==> config.mk <==
export PLATFORM = sky130hd
export DESIGN_NAME = rta_tally
export DESIGN_NICKNAME = d
export VERILOG_FILES = /design/src/rtl/core/rta_pkg.sv /design/src/rtl/core/rta_tally.sv
export SDC_FILE = /design/constraint.sdc
export NUM_CORES = 1
export LEC_CHECK = 0
export BUFFER_PORTS_ARGS = -buffer_cell sky130_fd_sc_hd__buf_2
export CORE_MARGIN = 2
export CORE_UTILIZATION = 44
export CTS_CLUSTER_DIAMETER = 30
export DETAILED_ROUTE_END_ITERATION = 10
export PLACE_DENSITY = 0.94
export SYNTH_ARGS = -nofsm -noshare
export SYNTH_HDL_FRONTEND = slang
export SYNTH_SLANG_ARGS = --single-unit
==> constraint.sdc <==
create_clock -name clk -period 9.95 [get_ports clk]
set_input_delay 0.4975 -clock clk [delete_from_list [all_inputs] [get_ports clk]]
set_output_delay 0.4975 -clock clk [all_outputs]
set_load 0.03 [all_outputs]
==> src/rtl/core/rta_pkg.sv <==
// Shared types, constants and codes for the ring traffic automaton.
package rta_pkg;

  localparam int CELLS_DEF  = 128;
  localparam int OPC_W      = 2;
  localparam int IDX_W      = 7;
  localparam int DLY_W      = 3;
  localparam int MOVED_W    = 8;
  localparam int CFG_IDX_W  = 2;
  localparam int CFG_DATA_W = 8;
  localparam int GROUP      = 8;

  typedef enum logic [OPC_W-1:0] {
    OP_WRITE = 2'd0,
    OP_TICK  = 2'd1,
    OP_READ  = 2'd2
  } op_t;

  localparam logic [CFG_IDX_W-1:0] CFG_CELLS_IN_USE = 2'd0;
  localparam logic [CFG_IDX_W-1:0] CFG_QUICK_START  = 2'd1;

  typedef enum logic [2:0] {
    CMD_HOLD,
    CMD_WRITE,
    CMD_CLEAR_GO,
    CMD_RELAX,
    CMD_COMMIT,
    CMD_RELOAD
  } cell_cmd_t;

  typedef struct packed {
    cell_cmd_t        cmd;
    logic             qs;
    logic             occ;
    logic [DLY_W-1:0] delay;
  } cell_ctrl_t;

  typedef struct packed {
    logic             car;
    logic             go;
    logic             go_calc;
    logic             fill;
    logic             moved;
    logic [DLY_W-1:0] delay;
    logic [DLY_W-1:0] cd;
  } cell_view_t;

  typedef struct packed {
    logic               cell_occupied;
    logic               cell_moved;
    logic [DLY_W-1:0]   cell_countdown;
    logic [DLY_W-1:0]   cell_delay;
    logic [MOVED_W-1:0] moved_cars;
    logic               crossed_boundary;
  } result_t;

  typedef enum logic [1:0] {
    ST_IDLE,
    ST_RELAX,
    ST_COUNT,
    ST_DELIVER
  } state_t;

endpackage

==> src/rtl/core/rta_tally.sv <==
// Counts set move flags, one group of cells per cycle.
module rta_tally #(
  parameter int CELLS = rta_pkg::CELLS_DEF
) (
  input  logic                       clk,
  input  logic                       rst,
  input  logic                       start,
  input  logic [CELLS-1:0]           bits,
  output logic                       done,
  output logic [$clog2(CELLS+1)-1:0] total
);

  localparam int G  = (CELLS + rta_pkg::GROUP - 1) / rta_pkg::GROUP;
  localparam int GW = (G > 1) ? $clog2(G) : 1;
  localparam int AW = $clog2(CELLS + 1);
  localparam int PW = $clog2(rta_pkg::GROUP + 1);

  logic                          busy;
  logic [GW-1:0]                 grp;
  logic [AW-1:0]                 acc;
  logic [G*rta_pkg::GROUP-1:0]   padded;
  logic [rta_pkg::GROUP-1:0]     slice;
  logic [PW-1:0]                 pop;
  logic                          last;

  always_comb begin
    padded = (G*rta_pkg::GROUP)'(bits);
    slice  = padded[grp*rta_pkg::GROUP +: rta_pkg::GROUP];
    pop    = '0;
    for (int b = 0; b < rta_pkg::GROUP; b++) begin
      pop = pop + PW'(slice[b]);
    end
    last = grp == GW'(G - 1);
  end

  always_ff @(posedge clk) begin
    if (rst) begin
      busy <= 1'b0;
      done <= 1'b0;
      grp  <= '0;
      acc  <= '0;
    end else begin
      done <= 1'b0;
      if (start) begin
        busy <= 1'b1;
        grp  <= '0;
        acc  <= '0;
      end else if (busy) begin
        acc <= acc + AW'(pop);
        if (last) begin
          busy <= 1'b0;
          done <= 1'b1;
        end else begin
          grp <= grp + GW'(1);
        end
      end
    end
  end

  assign total = acc;

endmodule

# Yosys cells after proc, flatten, opt, wreduce, memory -nomap -nowiden
# Index checks and enable logic that the tools add are counted.
dict set report op_classes {
  n_shift 1
  reduce_logical 3
  n_eq_ne 1
  n_addsub 9
  bitwise 2
  mux 4
}
# op n
set op_table {}
lappend op_table {{128-bit by 8-bit variable part select with 8-bit output} 1}
lappend op_table {{4-bit by 1-bit adder with 4-bit output} 4}
lappend op_table {{8-bit by 4-bit adder with 8-bit output} 1}
lappend op_table {{3-bit by 1-bit adder with 4-bit output} 1}
lappend op_table {{4-bit by 1-bit adder with 4-bit output, second input constant} 1}
lappend op_table {{4-bit == test, second input constant} 1}
lappend op_table {{1-bit two-way mux} 4}
lappend op_table {{2-bit by 1-bit adder with 3-bit output} 1}
lappend op_table {{3-bit OR reduction} 1}
lappend op_table {{1-bit by 1-bit adder with 2-bit output} 1}
lappend op_table {{1-bit NOT} 2}
lappend op_table {{2-bit AND reduction} 1}
lappend op_table {{2-bit OR reduction} 1}
dict set report totals {
  reg_bits 14
  out_inout_bits 9
  elab_cells 24
  input_bits 131
}

# Depth between registers and ports, before layout
dict set report logic_depth {
  depth_word 9
  mapped_depth 16
  mapped_depth_nobuf 14
}

# Least setup slack after synthesis
# No wires, ideal clock.
dict set report synth_path {
  path_type {flip-flop to flip-flop}
  startpoint {register grp[0]}
  endpoint {register acc[6] (netlist: total[6])}
  synth_period_minus_slack_ns 4.510
  stages_incl_launch_ff 16
  setup_ns 0.128
  required_ns 9.822
  arrival_time_ns 4.382
  slack_ns 5.440
  path_buffers 2
  path_cell_list {dfxtp_1 buf_6 buf_4 mux4_2 a221oi_1 fa_1 inv_1 fa_1 inv_1 fa_1 fa_1 fa_1 nand2b_1 a211oi_1 xnor2_1 nor2_1}
}
dict set report synth_via {
  elab_chain_cells 9
}
# item line_no
set synth_rtl {}
lappend synth_rtl {{start: declaration} rta_tally.sv:19} ;# logic [GW-1:0] grp;
lappend synth_rtl {{start signal: assignment} rta_tally.sv:54} ;# grp <= grp + GW'(1);
lappend synth_rtl {{128-bit by 8-bit variable part select with 8-bit output *} rta_tally.sv:28} ;# slice = padded[grp*rta_pkg::GROUP +: rta_pkg::GROUP];
lappend synth_rtl {{1-bit by 1-bit adder with 2-bit output} rta_tally.sv:31} ;# pop = pop + PW'(slice[b]);
lappend synth_rtl {{2-bit by 1-bit adder with 3-bit output} rta_tally.sv:31}
lappend synth_rtl {{3-bit by 1-bit adder with 4-bit output} rta_tally.sv:31}
lappend synth_rtl {{4-bit by 1-bit adder with 4-bit output (3 in series)} rta_tally.sv:31}
lappend synth_rtl {{4-bit by 1-bit adder with 4-bit output *} rta_tally.sv:31}
lappend synth_rtl {{8-bit by 4-bit adder with 8-bit output *} rta_tally.sv:49} ;# acc <= acc + AW'(pop);
lappend synth_rtl {{end signal: assignment} rta_tally.sv:49}
lappend synth_rtl {{end: declaration} rta_tally.sv:20} ;# logic [AW-1:0] acc;
# Every way passes the cells marked *; elsewhere a longest branch is shown, timed or not.
# A chain may end at the register's enable or synchronous reset.

# Worst setup path after layout
# Same ends and word-level chain as after synthesis.

==> reports/qor.csv <==
metric,value,unit
status,completed,
Post-synth EDFFs,0,
fin area,2620,sq um
Setup WS post-layout,4590,ps
1st-pass router iterations,4,
hold path start,rst,
drt drc,0,
GRT Overall Usage,23.2,%
post-DR wirelength/cell,16.6,microns
Fmax,187,MHz
DR vias/cell,5.70,
I/O pin count,140,
aggregate routed wire length,5690,microns
PortBufs,139,
Die Y,69.5,microns
measured slew at the worst slew-check pin,1000,ps
Register-to-Register Path Depth,14,
Reg-to-Reg End,total[6]$_SDFFE_PP0P_,
post-route minimum period,5360,ps
Syn Inst Count,160,
DRT antenna net count,0,
clock latency on the worst-skew pair,250,ps
"Cell Area, Synth",1890,sq um
Post-synth top cells,"mux4_1, mux4_2, dfxtp_1, nor2_1, nand2_1",
Peak VDD IR,0.0445,mV
antenna cells,0,
CTS tree,done,
final setup TNS,0,ps
clk slew on worst S/H paths,60,ps
Iteration-0 DRC Markers,55,
worst hold path endpoint,busy$_SDFF_PP0_,
Root Buffer Master,clkbuf_8,
RR Startpoint,grp[0]$_SDFFE_PP0P_,
largest area contributor in the netlist,mux4_1,
Crit Path Class,register to register,
Post-CTS Resized,0,
maxcap violations,0,
fin crit share,53.9,%
most frequent cell after synthesis,mux4_1,
RSZ-0062 raised after global routing,no,
Synth top area share,23.7,%
leak pwr,1.21,nW
Slew Limit Headroom,33.0,%
sequential share of the synthesized area,14.9,%
share of post-route cells with drive strength above 1,55.8,%
Synth Flop Type,dfxtp_1,
routed vias,1949,
most area-consuming cells after synthesis,"mux4_1, mux4_2, dfxtp_1",
Yosys reg bits,14,
PwrDens,82.4,nW/um^2
hold path depth,2,
Yosys cell types,41,
register-to-register setup slack,4590,ps
H-tree depth,1,
area delta synth->final,38.7,%
global-route wire length before repair,9080,microns
# rows,23,
dpl cell area,2560,sq um
GRT overflow,0,
Post-synth ARST share,0,%
pin count of the biggest net entering global routing,36,
routability cong.,0.907,
initial antenna violation count,0,
Placement Setup Slack,4560,ps
die span in x,69.5,microns
maximum clock path buffer count,2,
data arrival time of the critical path,5490,ps
final setup violation count,0,
post-synth net total,303,
# hold bufs at CTS,0,
clock skew,1.59,ps
vias in the first global route,2096,
Critical Path RT,10080,ps
# nets final,436,
total power,0.216,mW
"Hold Vio Cnt, Final",0,
crit-path max FO,35,
synth warn,0,
startpoint types,register,
Initial Util,46.5,%
"Slew Viols, Final",0,
min-delay worst type,input port to register,
Setup Buffers After CTS,0,
Core Region,4060,sq um
Num CTS Buffers,3,
Inst Count DP,338,
Die Area,4820,sq um
HPWL Detailed,4820,microns
Synth Area per Inst,11.8,sq um
Sink Count,14,
CP endpoint kind,register,
fin cells,342,
-- layer usage --
layer  global-route usage [%]  vias up  part of all wire [%]
li1                         -      925                     -
met1                     25.2      919                    37
met2                     46.4       97                    55
met3                     4.36        8                   7.3
met4                     3.70        0                   1.2
met5                        0        -                     0
-- through the flow --
stage,hold slack [ps],utilization [%]
final,437,64.4
after global routing,428,64.4
after CTS,432,64.4
after detailed placement,502,63.1
after global placement,487,63.1
after floorplan,485,-
-- flip-flops by register name (all words and copies together), names as in the netlist --
signal,cells
total,8
grp,4
busy,1
done,1
-- area by class of cell --
cell class                      count  area [sq um]
Fill cell                         336          1440
Multi-Input combinational cell    127          1490
Inverter                            7          26.3
Clock buffer                        4          55.1
Sequential cell                    14           282
Timing Repair Buffer              140           703
Tap cell                           50          62.6
-- cells in the final DEF, fill, tap and decap left out --
cell type  netlist  layout
a22o_1           3       3
or2_2            2       2
nor2b_1          3       3
a21oi_1          6       6
o22a_1           3       3
buf_4            1       1
o21a_1           2       2
dfxtp_2          0       1
nand4_1          1       1
o21ai_0          3       3
nand3_1          5       5
a221oi_2         1       1
clkbuf_8         0       4
nor3_1           2       2
dfxtp_1         14      13
xnor2_1          3       3
and3_1           1       1
nor2_1          14      14
and2_1           1       1
o22ai_1          2       2
or4_1            1       1
mux4_1          17      17
mux4_2          15      15
mux2i_1          1       1
ha_1             7       7
o31ai_1          1       1
fa_1             5       5
a22oi_1          2       2
a211oi_1         3       3
inv_1            7       7
o211ai_1         1       1
nand2b_1         3       3
buf_2            3     139
nand2_1          9       9
o221ai_1         3       3
a2111o_1         1       1
nand3b_1         2       2
xor2_1           2       2
a221oi_1         2       2
-- how the worst max path moves through the flow --
stage | start | endpoint | slack, ps | cells after the start
after floorplan | grp[0]$_SDFFE_PP0P_ | total[6]$_SDFFE_PP0P_ | 5440 | 15
after global placement | grp[0]$_SDFFE_PP0P_ | total[6]$_SDFFE_PP0P_ | 4750 | 14
after detailed placement | grp[0]$_SDFFE_PP0P_ | total[6]$_SDFFE_PP0P_ | 4560 | 14
after CTS | grp[0]$_SDFFE_PP0P_ | total[6]$_SDFFE_PP0P_ | 4530 | 14
after global routing | grp[0]$_SDFFE_PP0P_ | total[6]$_SDFFE_PP0P_ | 4220 | 14
final | grp[0]$_SDFFE_PP0P_ | total[6]$_SDFFE_PP0P_ | 4590 | 14
-- logic make-up (layout without fill, tap and decap cells) --
| family | Yosys count | in the layout | synth area share [%] |
|---|---|---|---|
| adders and majority gates | 12 | 12 | 9.95 |
| muxes | 33 | 33 | 42.1 |
| AOI/OAI and AO/OA | 33 | 33 | 13.1 |
| DFF | 14 | 14 | 14.9 |
| xor gates and xnor gates | 5 | 5 | 2.32 |
| buffers and inverters | 19 | 151 | 6.30 |
| and+or+nand+nor | 44 | 44 | 11.3 |
-- worst max-delay path, cell delays in order (launching register included) --
cell,delay (ps)
dfxtp_2,980
mux4_1,670
a22o_1,230
a221oi_1,280
fa_1,480
inv_1,100
fa_1,390
inv_1,90
fa_1,410
fa_1,480
fa_1,420
nand2b_1,180
a211oi_1,290
xnor2_1,160
nor2_1,50
-- power by group --
| group | switching [mW] | total [mW] | leakage [nW] | internal (mW) |
|---|---|---|---|---|
| Combinational | 0.0406 | 0.0969 | 1.07 | 0.0563 |
| Clock | 0.0205 | 0.0556 | 0.0288 | 0.0351 |
| Sequential | 0.00508 | 0.0630 | 0.114 | 0.0579 |
| Total | 0.0662 | 0.216 | 1.21 | 0.149 |
(Power assumes the default switching activity.)
