<file path="config.mk">
export PLATFORM = sky130hd
export DESIGN_NAME = rta_cell
export DESIGN_NICKNAME = d
export VERILOG_FILES = /design/src/rtl/core/rta_pkg.sv /design/src/rtl/core/rta_cell.sv
export SDC_FILE = /design/constraint.sdc
export NUM_CORES = 1
export LEC_CHECK = 0
export BUFFER_PORTS_ARGS = -buffer_cell sky130_fd_sc_hd__buf_4
export CAP_MARGIN = 20
export CORE_MARGIN = 2
export CORE_UTILIZATION = 40
export CTS_BUF_LIST = sky130_fd_sc_hd__clkbuf_8
export CTS_CLUSTER_SIZE = 12
export DETAILED_ROUTE_END_ITERATION = 12
export PLACE_DENSITY = 0.87
export RECOVER_POWER = 25
export SYNTH_ARGS = -nofsm -noshare
export SYNTH_HDL_FRONTEND = slang
export SYNTH_SLANG_ARGS = --single-unit
</file>
<file path="constraint.sdc">
create_clock -name clk -period 3.8 [get_ports clk]
set_input_delay 0.19 -clock clk [delete_from_list [all_inputs] [get_ports clk]]
set_output_delay 0.19 -clock clk [all_outputs]
set_load 0.02 [all_outputs]
</file>
<file path="src/rtl/core/rta_pkg.sv">
// Shared types, constants and codes for the ring traffic automaton.
package rta_pkg;

  localparam int CELLS_DEF  = 128;
  localparam int OPC_W      = 2;
  localparam int IDX_W      = 7;
  localparam int DLY_W      = 3;
  localparam int MOVED_W    = 8;
  localparam int CFG_IDX_W  = 2;
  localparam int CFG_DATA_W = 8;
  localparam int GROUP      = 8;

  typedef enum logic [OPC_W-1:0] {
    OP_WRITE = 2'd0,
    OP_TICK  = 2'd1,
    OP_READ  = 2'd2
  } op_t;

  localparam logic [CFG_IDX_W-1:0] CFG_CELLS_IN_USE = 2'd0;
  localparam logic [CFG_IDX_W-1:0] CFG_QUICK_START  = 2'd1;

  typedef enum logic [2:0] {
    CMD_HOLD,
    CMD_WRITE,
    CMD_CLEAR_GO,
    CMD_RELAX,
    CMD_COMMIT,
    CMD_RELOAD
  } cell_cmd_t;

  typedef struct packed {
    cell_cmd_t        cmd;
    logic             qs;
    logic             occ;
    logic [DLY_W-1:0] delay;
  } cell_ctrl_t;

  typedef struct packed {
    logic             car;
    logic             go;
    logic             go_calc;
    logic             fill;
    logic             moved;
    logic [DLY_W-1:0] delay;
    logic [DLY_W-1:0] cd;
  } cell_view_t;

  typedef struct packed {
    logic               cell_occupied;
    logic               cell_moved;
    logic [DLY_W-1:0]   cell_countdown;
    logic [DLY_W-1:0]   cell_delay;
    logic [MOVED_W-1:0] moved_cars;
    logic               crossed_boundary;
  } result_t;

  typedef enum logic [1:0] {
    ST_IDLE,
    ST_RELAX,
    ST_COUNT,
    ST_DELIVER
  } state_t;

endpackage

</file>
<file path="src/rtl/core/rta_cell.sv">
// One ring cell: car state, move decision and hand-over to the next cell.
module rta_cell #(
  parameter int CW    = 8,
  parameter int INDEX = 0
) (
  input  logic                clk,
  input  logic                rst,
  input  rta_pkg::cell_ctrl_t ctrl,
  input  logic [CW-1:0]       ring_n,
  input  logic [CW-1:0]       wr_idx,
  input  rta_pkg::cell_view_t nbr,
  input  rta_pkg::cell_view_t head,
  input  rta_pkg::cell_view_t bhd,
  output rta_pkg::cell_view_t view
);

  localparam logic [rta_pkg::DLY_W-1:0] DLY_ONE = rta_pkg::DLY_W'(1);

  logic                      car;
  logic                      go;
  logic                      moved;
  logic [rta_pkg::DLY_W-1:0] delay;
  logic [rta_pkg::DLY_W-1:0] cd;

  logic                in_use;
  logic                is_last;
  logic                may;
  logic                go_calc;
  rta_pkg::cell_view_t ahead;

  always_comb begin
    in_use  = CW'(INDEX) < ring_n;
    is_last = CW'(INDEX) == (ring_n - CW'(1));
    ahead   = is_last ? head : nbr;
    may     = !ahead.car || (ctrl.qs && ahead.go);
    go_calc = in_use && car && (cd == '0) && may;
  end

  always_ff @(posedge clk) begin
    if (rst) begin
      car   <= 1'b0;
      go    <= 1'b0;
      moved <= 1'b0;
      delay <= '0;
      cd    <= '0;
    end else begin
      unique case (ctrl.cmd)
        rta_pkg::CMD_HOLD: ;
        rta_pkg::CMD_WRITE: begin
          if (CW'(INDEX) == wr_idx) begin
            car   <= ctrl.occ;
            delay <= ctrl.occ ? ctrl.delay : '0;
            cd    <= ctrl.occ ? ctrl.delay : '0;
            moved <= 1'b0;
          end
        end
        rta_pkg::CMD_CLEAR_GO: go <= 1'b0;
        rta_pkg::CMD_RELAX:    go <= go_calc;
        rta_pkg::CMD_COMMIT: begin
          if (in_use) begin
            if (car && !go) begin
              // staying car: may here implies a non-zero countdown
              moved <= 1'b0;
              cd    <= may ? cd - DLY_ONE : delay;
            end else if (bhd.go) begin
              car   <= 1'b1;
              delay <= bhd.delay;
              cd    <= bhd.cd;
              moved <= 1'b1;
            end else begin
              car   <= 1'b0;
              delay <= '0;
              cd    <= '0;
              moved <= 1'b0;
            end
          end
        end
        rta_pkg::CMD_RELOAD: begin
          if (in_use) begin
            cd    <= delay;
            moved <= 1'b0;
          end
        end
        default: ;
      endcase
    end
  end

  assign view.car     = car;
  assign view.go      = go;
  assign view.go_calc = go_calc;
  assign view.fill    = car || !in_use;
  assign view.moved   = moved;
  assign view.delay   = delay;
  assign view.cd      = cd;

endmodule

</file>
---- Word-level counts from Yosys, hierarchy flattened ----
Index checks and enable logic that the tools add are counted.
word-level totals
  latch bits .............................. 0
  memories kept ........................... 0
  RAM bits ................................ 0
  ROM bits ................................ 0
  input bits .............................. 59
  bits in registers ....................... 9
cells by class
  $add $sub $neg .......................... 2
  equality and inequality tests ........... 9
  reduce and logical (&&, ||, !) cells .... 18
  shift operators ......................... 0
  mux-type cells .......................... 24
  divide/modulo/power cells ............... 0
  bitwise gates (word level) .............. 0
  multipliers ............................. 0
  order comparisons ....................... 1
operators by type and width
  operator                                              count
  two-way mux 3 bit                                     10
  logical NOT 8 bit                                     2
  two-way mux 11 bit                                    1
  one-hot mux 3 bit (3 select lines)                    1
  < comparator 1 x 8 -> 1 bit (first input constant)    1
  two-way mux 1 bit                                     8
  inequality test 2 bit (second input constant)         4
  AND reduction 4 bit                                   2
  subtractor 8 x 1 -> 8 bit (second input constant)     1
  equality test 3 x 2 -> 1 bit (second input constant)  2
  equality test 3 bit (second input constant)           2
  one-hot mux 3 bit (2 select lines)                    1
  logical AND 1 bit                                     5
  one-hot mux 1 bit (2 select lines)                    2
  nonzero test 2 bit                                    2
  equality test 3 x 1 -> 1 bit (second input constant)  1
  logical NOT 1 bit                                     3
  logical NOT 3 bit                                     1
  one-hot mux 1 bit (3 select lines)                    1
  nonzero test 3 bit                                    1
  subtractor 3 x 1 -> 3 bit (second input constant)     1
  logical OR 1 bit                                      2

---- Depth between registers and ports, before layout ----
Gate-level depths: netlist of the first run.
  word-level depth ........................ 9
  mapped depth ............................ 6
  gate-level depth less buffers ........... 6

---- Worst setup path after synthesis of the first run ----
Ideal clock, no wire load.
  path kind ............................... input -> register
  start ................................... in ring_n[1]
  end ..................................... reg go
  buffers on the path ..................... 1
  arrival time ............................ 1.873 ns
  stages on the path ...................... 6
  path slack .............................. 1.857 ns
  path through ............................ or4b_4 > a211o_1 > and2_1 > buf_6 > or4_1 > a21oi_1
on the way
  word-level cells in the longest chain between the ends .. 7
  elaborated cells on any way between the ends .. 11
ends and longest elaborated chain
  element                                                        RTL line        RTL
  start, declared                                                rta_cell.sv:9   input logic [CW-1:0] ring_n,
  subtractor 8 x 1 -> 8 bit                                      rta_cell.sv:33  is_last = CW'(INDEX) == (ring_n - CW'(1));
  logical NOT 8 bit                                              rta_cell.sv:33
  two-way mux 11 bit                                             rta_cell.sv:34  ahead = is_last ? head : nbr;
  logical NOT 1 bit / logical AND 1 bit (equally long branches)  rta_cell.sv:35  may = !ahead.car || (ctrl.qs && ahead.go);
  logical OR 1 bit                                               rta_cell.sv:35
  logical AND 1 bit (*)                                          rta_cell.sv:36  go_calc = in_use && car && (cd == '0) && may;
  one-hot mux 1 bit (2 select lines) (*)                         rta_cell.sv:47  unique case (ctrl.cmd)
  end signal, assigned                                           rta_cell.sv:58  rta_pkg::CMD_RELAX: go <= go_calc;
  end, declared                                                  rta_cell.sv:20  logic go;
Mark *: on every way between the ends. The rest lies on a longest branch, timed or not.
A chain may end at the register's enable or synchronous reset.

==> results_dict.tcl, run 1 <==
set metrics [dict create \
    gp_congestion 0.884 \
    synth_nets 156 \
    hold_viol_final 0 \
    slew_headroom_pct 63.3 \
    numCtsBuffers 3 \
    grt_pass1_wl_mm 3.54 \
    ctsHoldBuffers 0 \
    r2r_end "cd[2]$_SDFFE_PP0P_" \
    layout_min_cycle_time_ns 1.92 \
    drc 0 \
    crit_arrival_ns 1.73 \
    vias 919 \
    clk_pin_slew_ns 0.05 \
    timing.final.crit_share_pct 50.5 \
    first_global_vias 908 \
    fmax_mhz 521 \
    wire_per_inst_um 13.9 \
    power_density_mw_per_mm2 260 \
    row_count 15 \
    hold_depth 2 \
    num_antenna_cells 0 \
    ys.flop_type "dfxtp_1" \
    synth_cell_types 34 \
    netlist_area_sq_um 733 \
    design_area_sq_mm 0.00110 \
    io_buffers 47 \
    holdPathEnd "delay[1]$_SDFFE_PP0P_" \
    die_h_um 46.8 \
    yosys_warnings 0 \
    post_cts_buffers 0 \
    die_x_um 46.8 \
    fin_hold_ws_ns 0.192 \
    synthToLayoutAreaGrowth_pct 50.0 \
    nets 202 \
    synth_cells 95 \
    slew_violations 0 \
    cp-end-kind "output port" \
    cts_buffer_depth 2 \
    clock_latency_ns 0.24 \
    grt_max_degree 13 \
    r2r_cells 5 \
    start_util_pct 42.5 \
    coreArea_sq_mm 0.00173 \
    first_iter_violations 11 \
    worstPathRequired_ns 3.61 \
    critPathLaunchType "input port" \
    dpl-instance-area_sq_mm 0.00107 \
    status "finished clean" \
    setup_violations 0 \
    dieArea_sq_mm 0.00219 \
    leakage_nw 0.480 \
    cts_root_buffer "clkbuf_8" \
    seq_area_frac_synth_pct 24.6 \
    drv_cap 0 \
    drive_gt1_share_pct 37.1 \
    async_flop_share_pct 0 \
    synth_edf_count 0 \
    hold_path_class "in2reg" \
    fill_cells 165 \
    io-pin-count 70 \
    wl_mm 2.30 \
    tritoncts "done" \
    drtPass1Iterations 4 \
    regToRegSetupSlack_ns 2.21 \
    cts_max_level 1 \
    avgSynthCellArea_sq_um 7.72 \
    hpwl_mm 1.78 \
    hold_start "rst" \
    ant_nets 0 \
    yosys_register_bits 9 \
    worst_slew_pin_slew_ns 0.548 \
    crit_fanout 8 \
    track_usage_pct 22.3 \
    setup-tns-final_ns 0 \
    antenna_found_initial 0 \
    avgViaCountPerCell 5.57 \
    finClkSkew_ns 0.00273 \
    worst_ir_drop_vdd_mv 0.264 \
    r2r_start "cd[0]$_SDFFE_PP0P_" \
    clock-sinks 9 \
    rsz0062_at_grt "false" \
    post_cts_resize_count 0 \
    grt-ovfl-total 0 \
    worstSetupPathType "in2out" \
]
[power by group]
part | total (mW) | internal, mW | switching (mW)
sequential | 0.101 | 0.0979 | 0.00317
combinational | 0.0722 | 0.0395 | 0.0326
clock | 0.113 | 0.0717 | 0.0410
total | 0.286 | 0.209 | 0.0768
[layer usage]
metal  up-vias  part of all wire [%]  GRT usage, %
met2        45                    54          46.0
met3         2                   7.9          5.00
li1        441                     -             -
met4         0                  0.83          5.00
met5         -                     0             0
met1       431                    37          22.0
[stage by stage]
step	std cells	power [mW]	setup WS, ns	utilization, %
after floorplan	95	0.135	1.86	-
after global placement	161	0.173	1.74	62.1
after detailed placement	161	0.176	1.70	62.1
after CTS	165	0.288	1.86	64.8
after global routing	165	0.302	1.79	63.7
final	165	0.286	1.88	63.7
[registers in the layout, summed over array words and instances (netlist names)]
name	cells
delay	3
moved	1
cd	3
car	1
go	1
[critical path, stage by stage]
cell,delay (ns)
buf_4,0.11
or4b_4,0.53
a211o_1,0.27
and2_1,0.23
nor3_1,0.22
buf_4,0.17
[area by class of cell]
| class | count | area, sq um | area share, % |
|---|---|---|---|
| Multi-Input combinational cell | 74 | 482 | 43.8 |
| Timing Repair Buffer | 48 | 342 | 31.1 |
| Sequential cell | 9 | 180 | 16.4 |
| Clock buffer | 3 | 41.3 | 3.75 |
| Tap cell | 25 | 31.3 | 2.84 |
| Inverter | 5 | 18.8 | 1.71 |
| Clock inverter | 1 | 5.00 | 0.455 |
[worst max-delay path by stage]
stage	from	to	slack, ns	cells past startpoint
floorplan	ring_n[1]	go$_SDFFE_PP0P_	1.86	6
global placement	ring_n[1]	go$_SDFFE_PP0P_	1.74	6
detailed placement	ring_n[1]	go$_SDFFE_PP0P_	1.70	6
CTS	ring_n[1]	view[8]	1.86	6
global route	ring_n[1]	view[8]	1.79	6
finish	ring_n[1]	view[8]	1.88	6
[cells by family after synthesis]
group / share of synthesized area (%)
AO/OA/AOI/OAI: 16.2
adder cells (fa/ha/maj): 3.41
buffers and inverters: 9.73
flip-flops: 24.6
multiplexers: 8.36
AND/OR/NAND/NOR: 37.7
[cells in the final DEF (no fill, tap or decap), types with 2 or more instances in the layout]
cell type,netlist,final
buf_4,5,43
nor2_1,12,12
nand2_1,10,10
dfxtp_1,9,9
nand3_1,7,7
inv_1,5,5
mux2i_1,5,5
clkbuf_1,1,5
o21ai_0,4,4
or4_1,3,3
nand4_1,3,3
a32oi_1,3,3
or3_1,3,3
a311oi_1,3,3
clkbuf_8,0,3
o21a_1,2,2
ha_1,2,2
[cells in the mapped netlist (2+ instances only)]
library cell  instances  area (sq um)
nand3_1               7          35.0
o21ai_0               4          20.0
o21a_1                2          15.0
ha_1                  2          25.0
a311oi_1              3          26.3
mux2i_1               5          50.1
buf_4                 5          37.5
inv_1                 5          18.8
nand2_1              10          37.5
nor2_1               12          45.0
or3_1                 3          18.8
dfxtp_1               9           180
a32oi_1               3          26.3
nand4_1               3          18.8
or4_1                 3          22.5
(Power assumes the default switching activity.)
==> inputs of run 2 (changes only) <==
--- a/config.mk
+++ b/config.mk
@@ -8,11 +8,11 @@
 export BUFFER_PORTS_ARGS = -buffer_cell sky130_fd_sc_hd__buf_4
 export CAP_MARGIN = 20
 export CORE_MARGIN = 2
-export CORE_UTILIZATION = 40
+export CORE_UTILIZATION = 34
 export CTS_BUF_LIST = sky130_fd_sc_hd__clkbuf_8
 export CTS_CLUSTER_SIZE = 12
 export DETAILED_ROUTE_END_ITERATION = 12
-export PLACE_DENSITY = 0.87
+export PLACE_DENSITY = 0.79
 export RECOVER_POWER = 25
 export SYNTH_ARGS = -nofsm -noshare
 export SYNTH_HDL_FRONTEND = slang
==> constraint.sdc (replaced) <==
create_clock -name clk -period 1.6 [get_ports clk]
set_input_delay 0.08 -clock clk [delete_from_list [all_inputs] [get_ports clk]]
set_output_delay 0.08 -clock clk [all_outputs]
set_load 0.02 [all_outputs]
==> run 2 against run 1 <==
Non-clock buffer count up 7. Via count up 0.11%. First-iteration DRC count up 140%. Critical endpoint is now cd[1]$_SDFFE_PP0P_. Clock power up 130%. Highest routed layer unchanged. Largest cell class unchanged. Die area up 16%. Register-to-register slack worse by 2.1 ns. Global-route usage down 3.2 points. Wire length down 0.17%. Sequential power up 140%. Setup slack worse by 1.8 ns. Largest power group unchanged. Final cell count up 5.5%.
==> results_dict.tcl, run 2 (synthesis results as in run 1) <==
set metrics [dict create \
    design_area_sq_mm 0.00120 \
    slew_headroom_pct 69.0 \
    antenna_found_initial 0 \
    crit_fanout 7 \
    clock-sinks 9 \
    gp_congestion 0.838 \
    cts_max_level 1 \
    drc 0 \
    hold_path_class "in2reg" \
    critPathLaunchType "input port" \
    track_usage_pct 19.2 \
    crit_arrival_ns 1.69 \
    rsz0062_at_grt "true" \
    slew_violations 0 \
    avgViaCountPerCell 5.29 \
    cp-end-kind "flop" \
    numCtsBuffers 3 \
    worstPathRequired_ns 1.74 \
    layout_min_cycle_time_ns 1.55 \
    fill_cells 187 \
    power_density_mw_per_mm2 578 \
    row_count 16 \
    synthToLayoutAreaGrowth_pct 64.3 \
    first_global_vias 865 \
    io_buffers 47 \
    cts_root_buffer "clkbuf_8" \
    clock_latency_ns 0.24 \
    route.met2.wl_mm 1.15 \
    grt_pass1_wl_mm 3.73 \
    status "finished clean" \
    top_layer_used "met4" \
    hold_viol_final 0 \
    num_antenna_cells 0 \
    ant_nets 0 \
    reg_top3 "cd x3, delay x3" \
    layout_common_cells "53 x buf_4, 12 x nor2_1, 10 x nand2_1, 8 x dfxtp_1, 7 x nand3_1" \
    first_iter_violations 26 \
    worstSetupPathType "in2reg" \
    start_util_pct 36.6 \
    setup_violations 0 \
    wl_met3_um 162 \
    slowest_delay_ns 0.50 \
    nets 209 \
    finalWorstSetupSlack_ns 0.0496 \
    coreArea_sq_mm 0.00200 \
    vias 920 \
    timing.final.crit_share_pct 96.9 \
    cts_buffer_depth 2 \
    fmax_mhz 645 \
    wire_per_inst_um 13.2 \
    grt_max_degree 14 \
    dp.cells 170 \
    dieArea_sq_mm 0.00254 \
    clk_pin_slew_ns 0.05 \
    worst_ir_drop_vdd_mv 0.380 \
    place_ws_ns -0.243 \
    power.total_mw 0.696 \
    dpl-instance-area_sq_mm 0.00113 \
    drt-met1-wl_um 964 \
    die_x_um 50.4 \
    grt-ovfl-total 0 \
    fin_cells 174 \
    final_common_cell "buf_4" \
    die_h_um 50.4 \
    tritoncts "done" \
    drv_cap 0 \
    drive_gt1_share_pct 46.3 \
    io-pin-count 70 \
    leakage_nw 0.540 \
    wl_mm 2.29 \
    cp_slowest_cell "or4_4" \
    worst_slew_pin_slew_ns 0.460 \
    crit_chain "buf_4, or4_4, a211o_1, and2_4, or3_4, a311oi_2" \
    finClkSkew_ns 0.0109 \
    drtPass1Iterations 4 \
    fin_hold_ws_ns 0.0874 \
]
run 2: cell types whose count changed in the layout (fill, tap and decap cells not counted), sizes merged:
cell	previous run	this run
buf	43	54
clkbuf	8	4
clkinv	1	0
inv	5	6
run 2: path summary, 6_finish.rpt:
kind	startpoint	end	slack [ns]	cells after the start
max	ring_n[3]	cd[1]$_SDFFE_PP0P_	0.05	6
min	rst	delay[2]$_SDFFE_PP0P_	0.09	2
max reg2reg	cd[0]$_SDFFE_PP0P_	cd[2]$_SDFFE_PP0P_	0.11	5
min reg2reg	moved$_SDFFE_PP0P_	moved$_SDFFE_PP0P_	0.49	2
run 2: what timing repair did:
action	CTS	global route
setup buffers	0	0
hold buffers	0	0
gates resized for setup	4	5
pin swaps	2	1
endpoints found under the setup margin	2	4
cloned	0	0
run 2: worst max-delay path: cells and delay by family:
kind	cells	cell delay, ns
and+or+nand+nor	3	1.02
AOI/OAI and AO/OA	2	0.47
buffers and inverters	1	0.11
run 2: report_power, final:
group / total [mW] / switching (mW) / internal (mW)
Sequential: 0.239 / 0.00629 / 0.233
Clock: 0.264 / 0.0961 / 0.168
Combinational: 0.194 / 0.0841 / 0.110
Total: 0.696 / 0.186 / 0.510
run 2: cell type report:
type / instances / area (sq um) / share of cell area (%)
Inverter: 5 / 18.8 / 1.56
Tap cell: 27 / 33.8 / 2.80
Timing Repair Buffer: 55 / 413 / 34.3
Clock inverter: 1 / 3.75 / 0.312
Multi-Input combinational cell: 74 / 513 / 42.6
Sequential cell: 9 / 181 / 15.1
Clock buffer: 3 / 41.3 / 3.43
run 2: through the flow:
stage	setup TNS, ns	utilization (%)
detailed placement	-1.35	56.3
finish	0	60.2
CTS	0	59.1
global route	-0.0171	60.2
floorplan	-0.469	-
global placement	-1.21	56.3
run 2: layer usage:
metal | GRT usage [%] | up-vias
met3 | 2.68 | 2
li1 | - | 455
met4 | 8.11 | 0
met5 | 0 | -
met1 | 23.2 | 423
met2 | 33.6 | 40
==> inputs of run 3 (changes only) <==
--- a/config.mk
+++ b/config.mk
@@ -5,14 +5,15 @@
 export SDC_FILE = /design/constraint.sdc
 export NUM_CORES = 1
 export LEC_CHECK = 0
+export ABC_AREA = 1
 export BUFFER_PORTS_ARGS = -buffer_cell sky130_fd_sc_hd__buf_4
 export CAP_MARGIN = 20
 export CORE_MARGIN = 2
-export CORE_UTILIZATION = 34
+export CORE_UTILIZATION = 35
 export CTS_BUF_LIST = sky130_fd_sc_hd__clkbuf_8
 export CTS_CLUSTER_SIZE = 12
 export DETAILED_ROUTE_END_ITERATION = 12
-export PLACE_DENSITY = 0.79
+export PLACE_DENSITY = 0.77
 export RECOVER_POWER = 25
 export SYNTH_ARGS = -nofsm -noshare
 export SYNTH_HDL_FRONTEND = slang
==> run 3 against run 2 <==
Sequential power increased by 6%. Sequential share of layout area decreased by 0.26 points. Synthesized cell count increased by 49%. Critical endpoint is now view[8].
==> results_dict.tcl, run 3 <==
set metrics [dict create \
    ys.flop_type "dfxtp_1" \
    synth_nets 203 \
    grt-ovfl-total 0 \
    dieArea_sq_mm 0.00278 \
    drv_cap 0 \
    cts_buffer_depth 2 \
    drive_gt1_share_pct 30.5 \
    start_util_pct 37.2 \
    wl_mm 2.53 \
    rsz0062_at_grt "false" \
    ant_nets 0 \
    numCtsBuffers 3 \
    synth_cells 142 \
    yosys_register_bits 9 \
    critPathLaunchType "flop" \
    tritoncts "done" \
    avgViaCountPerCell 4.88 \
    power_density_mw_per_mm2 649 \
    nets 252 \
    worst_slew_pin_slew_ns 0.374 \
    post_cts_buffers 0 \
    layout_min_cycle_time_ns 1.48 \
    final_common_cell "buf_4" \
    setup-tns-final_ns 0 \
    fmax_mhz 674 \
    coreArea_sq_mm 0.00223 \
    io_buffers 47 \
    track_usage_pct 19.2 \
    worstSetupPathType "reg2out" \
    io-pin-count 70 \
    num_antenna_cells 0 \
    yosys_warnings 0 \
    grt_max_degree 10 \
    die_x_um 52.7 \
    hold_viol_final 0 \
    antenna_found_initial 0 \
    die_h_um 52.7 \
    cts_root_buffer "clkbuf_8" \
    leakage_nw 0.660 \
    avgSynthCellArea_sq_um 5.85 \
    gp_congestion 0.785 \
    ys_top_cells_by_area "dfxtp_1 22%, nand2_1 18%, inv_1 8.6%, nor2_1 8.6%, nand3_1 7.2%" \
    setup_violations 0 \
    crit_fanout 3 \
    slew_headroom_pct 75.0 \
    synth_top_area_share_pct 21.7 \
    vias 1064 \
    clock_latency_ns 0.24 \
    first_global_vias 999 \
    slew_violations 0 \
    grt_pass1_wl_mm 3.98 \
    first_iter_violations 29 \
    synthTopCellsByCount "39 x nand2_1, 19 x inv_1, 19 x nor2_1, 12 x nand3_1, 9 x dfxtp_1" \
    hold_path_class "in2reg" \
    wire_per_inst_um 11.6 \
    synth_area_leader_cell "dfxtp_1" \
    row_count 17 \
    clock-sinks 9 \
    drc 0 \
    power.total_mw 0.796 \
    timing.final.crit_share_pct 92.7 \
    worst_ir_drop_vdd_mv 0.332 \
    layout_common_cells "42 x buf_4, 39 x nand2_1, 20 x inv_1, 19 x nor2_1, 12 x nand3_1" \
    yosysMostFrequentCell "nand2_1" \
    synthToLayoutAreaGrowth_pct 47.6 \
    cts_max_level 1 \
    drtPass1Iterations 4 \
    crit_arrival_ns 1.40 \
    seq_area_frac_synth_pct 21.7 \
    async_flop_share_pct 0 \
    hpwl_mm 1.97 \
    status "finished clean" \
    fin_hold_ws_ns 0.216 \
    synth_cell_types 23 \
    clk_pin_slew_ns 0.05 \
    cp-end-kind "output port" \
    netlist_area_sq_um 831 \
    finClkSkew_ns 0.00724 \
    reg_top3 "cd x3, delay x3" \
    synth_edf_count 0 \
    worstPathRequired_ns 1.52 \
]
run 3: cell types whose count changed in the layout (fill, tap and decap cells not counted), sizes merged, moves of 4 or more:
cell / before / now
nand2: 10 / 41
buf: 54 / 42
nor2: 12 / 21
mux2i: 5 / 0
clkbuf: 4 / 8
a21oi: 1 / 8
nand3: 7 / 12
or4: 4 / 0
inv: 6 / 24
run 3: cell families after synthesis:
group / Yosys count / share of synthesized area [%]
and+or+nand+nor: 83 / 45.0
buffers and inverters: 29 / 14.9
AOI/OAI and AO/OA: 19 / 15.4
DFF: 9 / 21.7
adders and majority gates: 2 / 3.01
run 3: worst paths after layout:
check / startpoint / end / slack [ns] / cells past startpoint
setup reg to reg: car$_SDFFE_PP0P_ / delay[0]$_SDFFE_PP0P_ / 0.32 / 7
hold / removal: ctrl[7] / go$_SDFFE_PP0P_ / 0.22 / 3
setup / recovery: cd[0]$_SDFFE_PP0P_ / view[8] / 0.12 / 7
hold reg to reg: moved$_SDFFE_PP0P_ / moved$_SDFFE_PP0P_ / 0.44 / 2
run 3: area by class of cell:
class                      instances  area (sq um)
inverter                          25          93.8
fill                             249          1010
sequential                         9           181
tap                               28          35.0
clock inverter                     1          3.75
timing repair buffer              48           344
multi-input combinational        104           527
clock buffer                       3          41.3
run 3: repair_timing:
item                                    CTS  global route
endpoints found under the hold margin     1             0
endpoints found under the setup margin    0             1
resized for setup                         0             1
hold buffers                              1             0
run 3: critical path: stages, from the launching register on:
cell	delay [ns]
dfxtp_2	0.32
inv_1	0.05
ha_1	0.19
ha_1	0.18
nand2_1	0.06
inv_1	0.04
and3_1	0.17
buf_4	0.15
run 3: where the power goes:
part	internal, mW	switching, mW	leakage [nW]
clock	0.168	0.0993	0.0269
combinational	0.126	0.150	0.559
sequential	0.243	0.0109	0.0743
run 3: per-layer routing:
metal | global-route usage, % | wire [um] | up-vias
met2 | 36.5 | 1230 | 43
li1 | - | - | 547
met1 | 21.4 | 1090 | 469
met3 | 2.86 | 162 | 5
met5 | 0 | 0 | -
met4 | 6.41 | 39 | 0
run 3: through the flow:
step	util, %	worst slack, ns	cell area (sq um)	instances
2_1_floorplan	-	0.241	831	142
5_1_grt	54.9	0.0314	1230	218
4_1_cts	55.7	0.0717	1240	218
3_5_place_dp	53.2	0.191	1190	213
3_3_place_gp	53.2	0.223	1190	213
6_report	54.9	0.117	1230	218
